--- src/hdl/pec_pkg.sv ---
// Shared types, constants and character helpers for the percent escape codec.
package pec_pkg;

    localparam int unsigned ADDR_W = 2;
    localparam int unsigned DATA_W = 32;

    localparam logic [7:0] PCT_CHAR = 8'h25;
    localparam logic [7:0] ERR_BYTE = 8'h00;

    localparam logic DIR_ESCAPE   = 1'b0;
    localparam logic DIR_UNESCAPE = 1'b1;

    localparam logic [7:0] HEX_UPPER [16] = '{
        8'h30, 8'h31, 8'h32, 8'h33, 8'h34, 8'h35, 8'h36, 8'h37,
        8'h38, 8'h39, 8'h41, 8'h42, 8'h43, 8'h44, 8'h45, 8'h46
    };

    typedef struct packed {
        logic dir;
        logic clr;
    } t_cfg;

    function automatic logic passes_unchanged(input logic [7:0] c);
        return (c inside {[8'h30:8'h39], [8'h41:8'h5a], [8'h61:8'h7a],
                          8'h2d, 8'h5f, 8'h2e, 8'h7e, 8'h20});
    endfunction

    // bit 4 set marks a byte that is no hex digit
    function automatic logic [4:0] hex_val(input logic [7:0] c);
        logic [4:0] v;
        v = 5'h10;
        if (c inside {[8'h30:8'h39]}) begin
            v = {1'b0, c[3:0]};
        end else if (c inside {[8'h41:8'h46], [8'h61:8'h66]}) begin
            v = {1'b0, c[3:0] + 4'd9};
        end
        return v;
    endfunction

endpackage

--- src/hdl/percent_escape_codec.sv ---
// An accepted byte is held in the input register, each result word in the output register.
// Throughput: one word per cycle on the output while the downstream is ready;
// a pass-through byte gives one word, an escaped byte three, via the single output register.
// A byte that completes no result (partial escape, discard) leaves without an output slot.
// Reset: synchronous, active low; clears direction to escape, decode phase and all valids.
// Top level of the percent escape codec.
module percent_escape_codec
    import pec_pkg::*;
(
    input  logic              i_clk,
    input  logic              i_rst_n,
    input  logic              psel,
    input  logic              penable,
    input  logic              pwrite,
    input  logic [ADDR_W-1:0] paddr,
    input  logic [DATA_W-1:0] pwdata,
    output logic [DATA_W-1:0] prdata,
    output logic              pready,
    input  logic              s_axis_tvalid,
    output logic              s_axis_tready,
    input  logic [7:0]        s_axis_tdata,  // [7:0] in_byte
    input  logic              s_axis_tlast,
    output logic              m_axis_tvalid,
    input  logic              m_axis_tready,
    output logic [7:0]        m_axis_tdata,  // [7:0] out_byte
    output logic              m_axis_tlast,
    output logic [1:0]        m_axis_tuser   // [0] string_end, [1] error
);

    t_cfg cfg;
    logic str_end;
    logic err;

    pec_cfg u_cfg (
        .i_clk   (i_clk),
        .i_rst_n (i_rst_n),
        .psel    (psel),
        .penable (penable),
        .pwrite  (pwrite),
        .paddr   (paddr),
        .pwdata  (pwdata),
        .prdata  (prdata),
        .pready  (pready),
        .o_cfg   (cfg)
    );

    pec_engine u_engine (
        .i_clk          (i_clk),
        .i_rst_n        (i_rst_n),
        .i_cfg          (cfg),
        .i_in_valid     (s_axis_tvalid),
        .o_in_ready     (s_axis_tready),
        .i_in_byte      (s_axis_tdata),
        .i_in_last      (s_axis_tlast),
        .o_out_valid    (m_axis_tvalid),
        .i_out_ready    (m_axis_tready),
        .o_out_byte     (m_axis_tdata),
        .o_out_run_last (m_axis_tlast),
        .o_out_str_end  (str_end),
        .o_out_err      (err)
    );

    assign m_axis_tuser = {err, str_end};

endmodule

--- src/hdl/pec_cfg.sv ---
// Configuration register file with the bus port for the direction register.
module pec_cfg
    import pec_pkg::*;
(
    input  logic              i_clk,
    input  logic              i_rst_n,
    input  logic              psel,
    input  logic              penable,
    input  logic              pwrite,
    input  logic [ADDR_W-1:0] paddr,
    input  logic [DATA_W-1:0] pwdata,
    output logic [DATA_W-1:0] prdata,
    output logic              pready,
    output t_cfg              o_cfg
);

    logic r_dir;
    logic wr;

    assign pready = 1'b1;
    assign wr     = psel & penable & pwrite & pready;

    always_ff @(posedge i_clk) begin
        if (!i_rst_n) begin
            r_dir <= DIR_ESCAPE;
        end else begin
            if (wr) begin
                r_dir <= pwdata[0];
            end
        end
    end

    // one register only, every word offset maps onto it
    assign prdata    = {{(DATA_W-1){1'b0}}, r_dir} | {DATA_W{1'b0 & paddr[0]}};
    assign o_cfg.dir = r_dir;
    assign o_cfg.clr = wr;

endmodule

--- src/hdl/pec_engine.sv ---
// Input register, decode state, result sequencing and output register.
module pec_engine
    import pec_pkg::*;
(
    input  logic       i_clk,
    input  logic       i_rst_n,
    input  t_cfg       i_cfg,
    input  logic       i_in_valid,
    output logic       o_in_ready,
    input  logic [7:0] i_in_byte,
    input  logic       i_in_last,
    output logic       o_out_valid,
    input  logic       i_out_ready,
    output logic [7:0] o_out_byte,
    output logic       o_out_run_last,
    output logic       o_out_str_end,
    output logic       o_out_err
);

    typedef enum logic [1:0] {
        PH_PASS,
        PH_HIGH,
        PH_LOW,
        PH_DROP
    } t_phase;

    t_phase     r_phase, n_phase;
    logic [3:0] r_hi, n_hi;
    logic       r_in_valid;
    logic [7:0] r_byte;
    logic       r_last;
    logic [1:0] r_idx;
    logic       r_out_valid;
    logic [7:0] r_out_byte;
    logic       r_out_run_last;
    logic       r_out_str_end;
    logic       r_out_err;

    logic [1:0] cnt;
    logic [7:0] res_byte;
    logic       res_err;
    logic [4:0] hv;
    logic       hv_ok;
    logic       out_free;
    logic       emit;
    logic       fin_idx;
    logic       done;
    logic       accept;

    assign hv    = hex_val(r_byte);
    assign hv_ok = ~hv[4];

    always_comb begin
        n_phase  = r_phase;
        n_hi     = r_hi;
        cnt      = 2'd0;
        res_byte = r_byte;
        res_err  = 1'b0;
        if (i_cfg.dir == DIR_ESCAPE) begin
            if (passes_unchanged(r_byte)) begin
                cnt = 2'd1;
            end else begin
                cnt = 2'd3;
                case (r_idx)
                    2'd0:    res_byte = PCT_CHAR;
                    2'd1:    res_byte = HEX_UPPER[r_byte[7:4]];
                    default: res_byte = HEX_UPPER[r_byte[3:0]];
                endcase
            end
        end else begin
            case (r_phase)
                PH_PASS: begin
                    if (r_byte != PCT_CHAR) begin
                        cnt = 2'd1;
                    end else if (r_last) begin
                        cnt      = 2'd1;
                        res_byte = ERR_BYTE;
                        res_err  = 1'b1;
                    end else begin
                        n_phase = PH_HIGH;
                    end
                end
                PH_HIGH: begin
                    if (!hv_ok || r_last) begin
                        cnt      = 2'd1;
                        res_byte = ERR_BYTE;
                        res_err  = 1'b1;
                        n_phase  = (hv_ok || r_last) ? PH_PASS : PH_DROP;
                    end else begin
                        n_hi    = hv[3:0];
                        n_phase = PH_LOW;
                    end
                end
                PH_LOW: begin
                    cnt = 2'd1;
                    if (!hv_ok) begin
                        res_byte = ERR_BYTE;
                        res_err  = 1'b1;
                        n_phase  = r_last ? PH_PASS : PH_DROP;
                    end else begin
                        res_byte = {r_hi, hv[3:0]};
                        n_phase  = PH_PASS;
                    end
                end
                default: begin
                    if (r_last) begin
                        n_phase = PH_PASS;
                    end
                end
            endcase
        end
    end

    assign out_free   = ~r_out_valid | i_out_ready;
    assign emit       = r_in_valid & (cnt != 2'd0) & out_free;
    assign fin_idx    = (r_idx == cnt - 2'd1);
    assign done       = r_in_valid & ((cnt == 2'd0) | (out_free & fin_idx));
    assign o_in_ready = ~r_in_valid | done;
    assign accept     = i_in_valid & o_in_ready;

    always_ff @(posedge i_clk) begin
        if (!i_rst_n) begin
            r_phase     <= PH_PASS;
            r_hi        <= 4'd0;
            r_in_valid  <= 1'b0;
            r_idx       <= 2'd0;
            r_out_valid <= 1'b0;
        end else begin
            if (i_cfg.clr) begin
                r_phase <= PH_PASS;
                r_hi    <= 4'd0;
            end else if (done) begin
                r_phase <= n_phase;
                r_hi    <= n_hi;
            end
            if (accept) begin
                r_in_valid <= 1'b1;
            end else if (done) begin
                r_in_valid <= 1'b0;
            end
            if (done) begin
                r_idx <= 2'd0;
            end else if (emit) begin
                r_idx <= r_idx + 2'd1;
            end
            if (emit) begin
                r_out_valid <= 1'b1;
            end else if (i_out_ready) begin
                r_out_valid <= 1'b0;
            end
        end
    end

    always_ff @(posedge i_clk) begin
        if (accept) begin
            r_byte <= i_in_byte;
            r_last <= i_in_last;
        end
        if (emit) begin
            r_out_byte     <= res_byte;
            r_out_run_last <= fin_idx;
            r_out_str_end  <= r_last;
            r_out_err      <= res_err;
        end
    end

    assign o_out_valid    = r_out_valid;
    assign o_out_byte     = r_out_byte;
    assign o_out_run_last = r_out_run_last;
    assign o_out_str_end  = r_out_str_end;
    assign o_out_err      = r_out_err;

    a_idx_needs_item : assert property (@(posedge i_clk) disable iff (!i_rst_n)
        (r_idx != 2'd0) |-> r_in_valid)
        else $error("sub-index advanced without a held item");

    a_idx_range : assert property (@(posedge i_clk) disable iff (!i_rst_n)
        r_idx != 2'd3)
        else $error("sub-index out of range");

    a_err_zero : assert property (@(posedge i_clk) disable iff (!i_rst_n)
        (r_out_valid && r_out_err) |-> (r_out_byte == ERR_BYTE && r_out_run_last))
        else $error("error word carries data or is not final");

    a_emit_loads : assert property (@(posedge i_clk) disable iff (!i_rst_n)
        emit |=> r_out_valid)
        else $error("emitted word lost");

endmodule
--- config.mk ---
export PLATFORM = sky130hd
export DESIGN_NAME = percent_escape_codec
export DESIGN_NICKNAME = d
export VERILOG_FILES = /design/src/hdl/pec_pkg.sv /design/src/hdl/percent_escape_codec.sv /design/src/hdl/pec_cfg.sv /design/src/hdl/pec_engine.sv
export SDC_FILE = /design/constraint.sdc
export NUM_CORES = 1
export LEC_CHECK = 0
export BUFFER_PORTS_ARGS = -buffer_cell sky130_fd_sc_hd__clkbuf_2
export CAP_MARGIN = 20
export CORE_MARGIN = 2
export CORE_UTILIZATION = 41
export CTS_CLUSTER_DIAMETER = 80
export CTS_CLUSTER_SIZE = 16
export DETAILED_ROUTE_END_ITERATION = 10
export HOLD_SLACK_MARGIN = 0.06
export PLACE_DENSITY = 0.74
export SETUP_SLACK_MARGIN = 0.2
export SYNTH_ARGS = -nofsm -noshare
export SYNTH_HDL_FRONTEND = slang
export SYNTH_SLANG_ARGS = --single-unit
--- constraint.sdc ---
create_clock -name i_clk -period 3.49 [get_ports i_clk]
set_input_delay 0.5235 -clock i_clk [delete_from_list [all_inputs] [get_ports i_clk]]
set_output_delay 0.5235 -clock i_clk [all_outputs]
set_load 0.005 [all_outputs]
==> results of run 1 <==
area by class of cell:
| type | instances | area (sq um) | area share (%) |
|---|---|---|---|
| multi-input combinational | 207 | 1380 | 51.2 |
| sequential | 31 | 821 | 30.5 |
| timing repair buffer | 47 | 278 | 10.3 |
| tap | 72 | 90.1 | 3.34 |
| clock buffer | 8 | 80.1 | 2.97 |
| inverter | 12 | 45.0 | 1.67 |
state kept, by name, summed over array words and instances (netlist names):
name                     count
u_engine.o_out_run_last      1
u_engine.r_idx               2
u_engine.r_hi                4
u_engine.o_out_byte          8
u_engine.r_byte              8
u_engine.o_out_str_end       1
u_engine.r_last              1
u_engine.o_out_err           1
u_engine.r_phase             2
u_cfg.r_dir                  1
u_engine.r_in_valid          1
u_engine.o_out_valid         1
cell usage after synthesis, drive strengths merged, types with 2 or more instances:
master | number | area, sq um
nor2b | 5 | 31.3
clkbuf | 6 | 22.5
o22ai | 4 | 25.0
o31a | 2 | 17.5
a31oi | 4 | 25.0
buf | 41 | 299
a211oi | 6 | 55.1
and3 | 2 | 12.5
ha | 11 | 138
conb | 2 | 7.51
nand3 | 8 | 40.0
nand4 | 2 | 12.5
and2 | 2 | 12.5
edfxtp | 20 | 601
o211ai | 4 | 30.0
a21oi | 14 | 70.1
a22oi | 5 | 37.5
a221o | 4 | 40.0
a21o | 4 | 30.0
o21ai | 7 | 35.0
or2 | 2 | 12.5
dfxtp | 11 | 220
nor4 | 3 | 40.0
a21boi | 5 | 41.3
nor2 | 16 | 62.6
mux2i | 6 | 60.1
nand2 | 22 | 82.6
or4 | 3 | 22.5
nor4bb | 2 | 20.0
a311o | 2 | 20.0
or3 | 3 | 18.8
nand2b | 5 | 31.3
nor3 | 9 | 61.3
inv | 12 | 45.0
path summary, 6_finish.rpt:
check                            end  slack [ps]
setup / recovery       s_axis_tready         170
hold / removal       u_engine.r_last         410
setup reg to reg  u_engine.r_byte[7]         220
hold reg to reg     u_engine.r_hi[0]         490
metrics by stage:
stage	instances	utilization (%)	setup WS [ps]
after global placement	365	45.4	283
after global routing	377	48.3	1.34
after detailed placement	365	45.4	285
after CTS	376	47.8	217
after floorplan	297	-	327
final	377	48.3	170
cells by family after synthesis:
group	Yosys count	synth area share, %
AO/OA/AOI/OAI	71	21.5
XOR/XNOR	1	0.365
flip-flops	31	34.2
AND/OR/NAND/NOR	86	20.1
other	2	0.313
multiplexers	6	2.50
adder cells (fa/ha/maj)	11	5.74
buffers and inverters	59	15.3
layer usage:
metal	share of wire (%)	routed length, microns	up-vias	GRT usage [%]
li1	-	-	987	-
met1	45	2360	928	23.5
met2	45	2380	102	24.8
met3	8.0	423	13	3.03
met4	2.0	105	0	6.61
met5	0	0	-	0
timing repair:
action,in CTS,in global routing
setup endpoints to repair,1,10
setup buffers,3,1
gates cloned,0,0
gates resized for setup,6,6
pin swaps,1,5
report_power, final:
group | internal, mW | total (mW) | switching (mW)
sequential | 0.428 | 0.456 | 0.0277
clock | 0.141 | 0.263 | 0.122
combinational | 0.122 | 0.274 | 0.151
total | 0.692 | 0.993 | 0.301
worst reg2reg max path: stages, from the launching register on:
cell	delay (ps)
edfxtp_1	540
ha_1	440
inv_2	90
o31a_1	360
nor3_2	300
nor3_4	80
o31a_1	360
a31oi_1	730
==> results.yml, run 1 <==
run_status:
  outcome: "completed"
logic_synthesis:
  synth.distinct_cells: 61
  synth-edff-count: 20
  yosysSeqAreaShare_pct: 34.2
  syn_area_per_cell_sq_um: 8.99
  yosys_warnings: 0
  ys_ff_latch: 31
  syn_area_sq_mm: 0.00240
  netlist_instances: 267
  synthArstFlopShare_pct: 0
  synth_ff_type: "edfxtp_1"
layout:
  final_nets: 365
  n_fill_cell: 538
  drive_gt1_share_pct: 23.9
  finalInstanceArea_sq_mm: 0.00269
  num_antenna_cells: 0
  final_common_cell: "conb_1"
  synthToLayoutAreaGrowth_pct: 12.3
  mostFrequentLayoutCells: "32 x conb_1, 29 x clkbuf_2, 22 x nand2_1"
pwr:
  max-vdd-ir-drop_mv: 0.314
  p_leak_nw: 1.14
  power.total_mw: 0.993
  power_density_mw_per_mm2: 368
die:
  die_y_microns: 80.5
  start_util_pct: 43.1
  num_rows: 27
  ioPinCount: 96
  die_area_sq_mm: 0.00648
  die_w_microns: 80.5
  design.core.area_sq_mm: 0.00557
clock_tree:
  htreeDepth: 2
  holdBufCountCts: 0
  clk_path_buf_depth: 2
  clk_latency_ps: 280
  numCtsBuffers: 5
  cts_tree: "built"
  clockRootBuffer: "clkbuf_8"
  clk_pin_slew_ps: 60
  cts.sinks: 31
setup_path:
  cp-end-kind: "output port"
  required_ps: 2970
  path_depth: 10
  path_buf_inv: 3
  reg2reg_from: "u_engine.r_byte[5]"
  max_stage_delay_ps: 520
  worstRegToRegCells: 7
  cp_max_fo: 5
  critPathTopFamily: "simple AND/OR/NAND/NOR gates"
  slowest_stage: "or4b_4"
  crit_arrival_ps: 2800
  start_kind: "flop"
  crit_chain: "inv_2 > ha_4 > or4b_4 > a21oi_2 > a311oi_2 > nor4_4 > mux2i_1 > buf_4 > nand3_1 > buf_2"
  startpoint: "u_engine.r_byte[0]"
  crit_type: "reg -> out"
timing:
  fmax_ghz: 0.301
  slew-limit-headroom_pct: 44.3
  setup_viol: 0
  hold_viol: 0
  period_minus_slack_ps: 3320
  slew_violations: 0
  rsz0062_at_grt: "true"
  skew_ps: 4.34
  worstMarginPinSlew_ps: 832
  min_period_over_period_pct: 95.1
  timing.hold.ws_ps: 412
  setup_tns_ps: 0
placed_design:
  gp_congestion: 0.933
  portBuffers: 30
  post-dp-hpwl_microns: 3840
  place_area_sq_mm: 0.00253
route:
  firstDrtPassIters: 5
  drc: 0
  postRouteAntennaNets: 0
  drt-total-wl_microns: 5270
  viasPerCell: 5.38
  drt_iter0_drc: 274
  vias: 2030
  routedWlPerCell_microns: 14.0
global_route:
  grt_pass1_wl_microns: 8210
  grt_antenna_before_repair: 0
  grt_pass1_vias: 1708
  grt_max_degree: 16
  track_usage_pct: 16.6
  overflow: 0
run:
  max_cap_violations: 0
hold_path:
  hp-start: "s_axis_tlast"
  hold_depth: 1
  hold_class: "in -> reg"
Power figures use the tool's default switching activity.
==> run 2: changes to the inputs <==
==> constraint.sdc (replaced) <==
create_clock -name i_clk -period 3.9 [get_ports i_clk]
set_input_delay 0.585 -clock i_clk [delete_from_list [all_inputs] [get_ports i_clk]]
set_output_delay 0.585 -clock i_clk [all_outputs]
set_load 0.005 [all_outputs]
==> results.yml, run 2 (same netlist as run 1, synthesis figures left out) <==
run_status:
  outcome: "completed"
timing:
  slew_violations: 0
  skew_ps: 2.80
  hold_viol: 0
  setup_tns_ps: 0
  min_period_over_period_pct: 89.7
  fmax_ghz: 0.286
  period_minus_slack_ps: 3500
  slew-limit-headroom_pct: 42.6
  worstMarginPinSlew_ps: 856
  rsz0062_at_grt: "false"
  setup_viol: 0
setup_path:
  reg2reg_from: "u_engine.r_byte[5]"
  crit_arrival_ps: 2910
  required_ps: 3310
  cp_max_fo: 5
  start_kind: "flop"
  cp-end-kind: "output port"
  r2r_setup_slack_ps: 600
  worstRegToRegCells: 7
  crit_type: "reg -> out"
  r2r-end: "u_engine.r_byte[7]"
global_route:
  grt_pass1_vias: 1694
  grt_pass1_wl_microns: 8110
  grt_antenna_before_repair: 0
  overflow: 0
  grt_max_degree: 20
  track_usage_pct: 16.1
clock_tree:
  numCtsBuffers: 5
  clk_pin_slew_ps: 60
  clk_path_buf_depth: 2
  htreeDepth: 2
  clk_latency_ps: 280
  cts.sinks: 31
  holdBufCountCts: 0
  cts_tree: "built"
  clockRootBuffer: "clkbuf_8"
die:
  ioPinCount: 96
  design.core.area_sq_mm: 0.00557
  die_area_sq_mm: 0.00648
  die_y_microns: 80.5
  start_util_pct: 43.1
  die_w_microns: 80.5
  num_rows: 27
hold_path:
  hold_class: "in -> reg"
  hp-start: "s_axis_tlast"
  hold-path-endpoint: "u_engine.r_last"
  hold_depth: 1
route:
  drt-total-wl_microns: 4940
  vias: 1970
  drt_iter0_drc: 122
  routedWlPerCell_microns: 13.5
  firstDrtPassIters: 4
  viasPerCell: 5.38
  drc: 0
  postRouteAntennaNets: 0
layout:
  num_antenna_cells: 0
  final_common_cell: "conb_1"
  register_area_sq_um: 821
  mostFrequentLayoutCells: "32 x conb_1, 30 x clkbuf_2, 22 x nand2_1"
  n_fill_cell: 560
  drive_gt1_share_pct: 19.0
  final_nets: 354
  synthToLayoutAreaGrowth_pct: 6.78
  final_util_pct: 46.0
  multi_input_area_sq_mm: 0.00133
pwr:
  power_density_mw_per_mm2: 336
  p_leak_nw: 1.06
  max-vdd-ir-drop_mv: 0.232
placed_design:
  gp_congestion: 0.904
  post-dp-hpwl_microns: 3760
  portBuffers: 30
run:
  max_cap_violations: 0
-- run 2: worst max-delay path by stage --
stage / slack, ps / start / end
6_report: 400 / u_engine.r_byte[0] / s_axis_tready
2_1_floorplan: 740 / u_engine.r_byte[1] / u_engine.o_out_byte[0]
4_1_cts: 250 / u_engine.r_byte[0] / s_axis_tready
3_3_place_gp: 570 / u_engine.r_byte[0] / u_engine.r_byte[4]
3_5_place_dp: 520 / u_engine.r_byte[0] / u_engine.r_byte[7]
5_1_grt: 220 / u_engine.r_byte[0] / s_axis_tready
-- run 2: timing repair --
action,4_1_cts,5_1_grt
resized for setup,0,2
endpoints found under the setup margin,0,10
buffers inserted,0,1
-- run 2: cell type report --
type	instances	share of cell area, %
multi-input combinational	207	52.0
clock buffer	8	3.12
inverter	12	1.76
tap	72	3.52
sequential	31	32.0
timing repair buffer	36	7.62
-- run 2: stage by stage --
step | cells | area, sq um | hold WS [ps] | power (mW) | setup WS, ps
after floorplan | 297 | 2510 | 424 | 0.589 | 737
after global placement | 357 | 2470 | 478 | 0.623 | 567
after detailed placement | 357 | 2470 | 485 | 0.626 | 518
after CTS | 365 | 2550 | 473 | 0.865 | 254
after global routing | 366 | 2560 | 467 | 0.919 | 219
final | 366 | 2560 | 483 | 0.860 | 402
-- run 2: power by group --
part / total, mW / switching, mW / internal [mW]
sequential: 0.414 / 0.0314 / 0.383
clock: 0.233 / 0.106 / 0.126
combinational: 0.213 / 0.119 / 0.0936
-- run 2: metal layers --
| layer | vias to the layer above | share of wire [%] | track usage (%) |
|---|---|---|---|
| met5 | - | 0 | 0 |
| li1 | 965 | - | - |
| met4 | 0 | 1.0 | 4.75 |
| met3 | 6 | 7.3 | 3.60 |
| met2 | 87 | 45 | 24.8 |
| met1 | 912 | 47 | 22.5 |
-- run 2: worst max-delay path, stage by stage (launching register included) --
cell	delay, ps
edfxtp_1	480
inv_1	170
ha_2	250
or4b_4	500
a21boi_2	210
nor3_1	140
nor4_4	290
mux2i_2	320
nand3_1	140
clkbuf_2	150
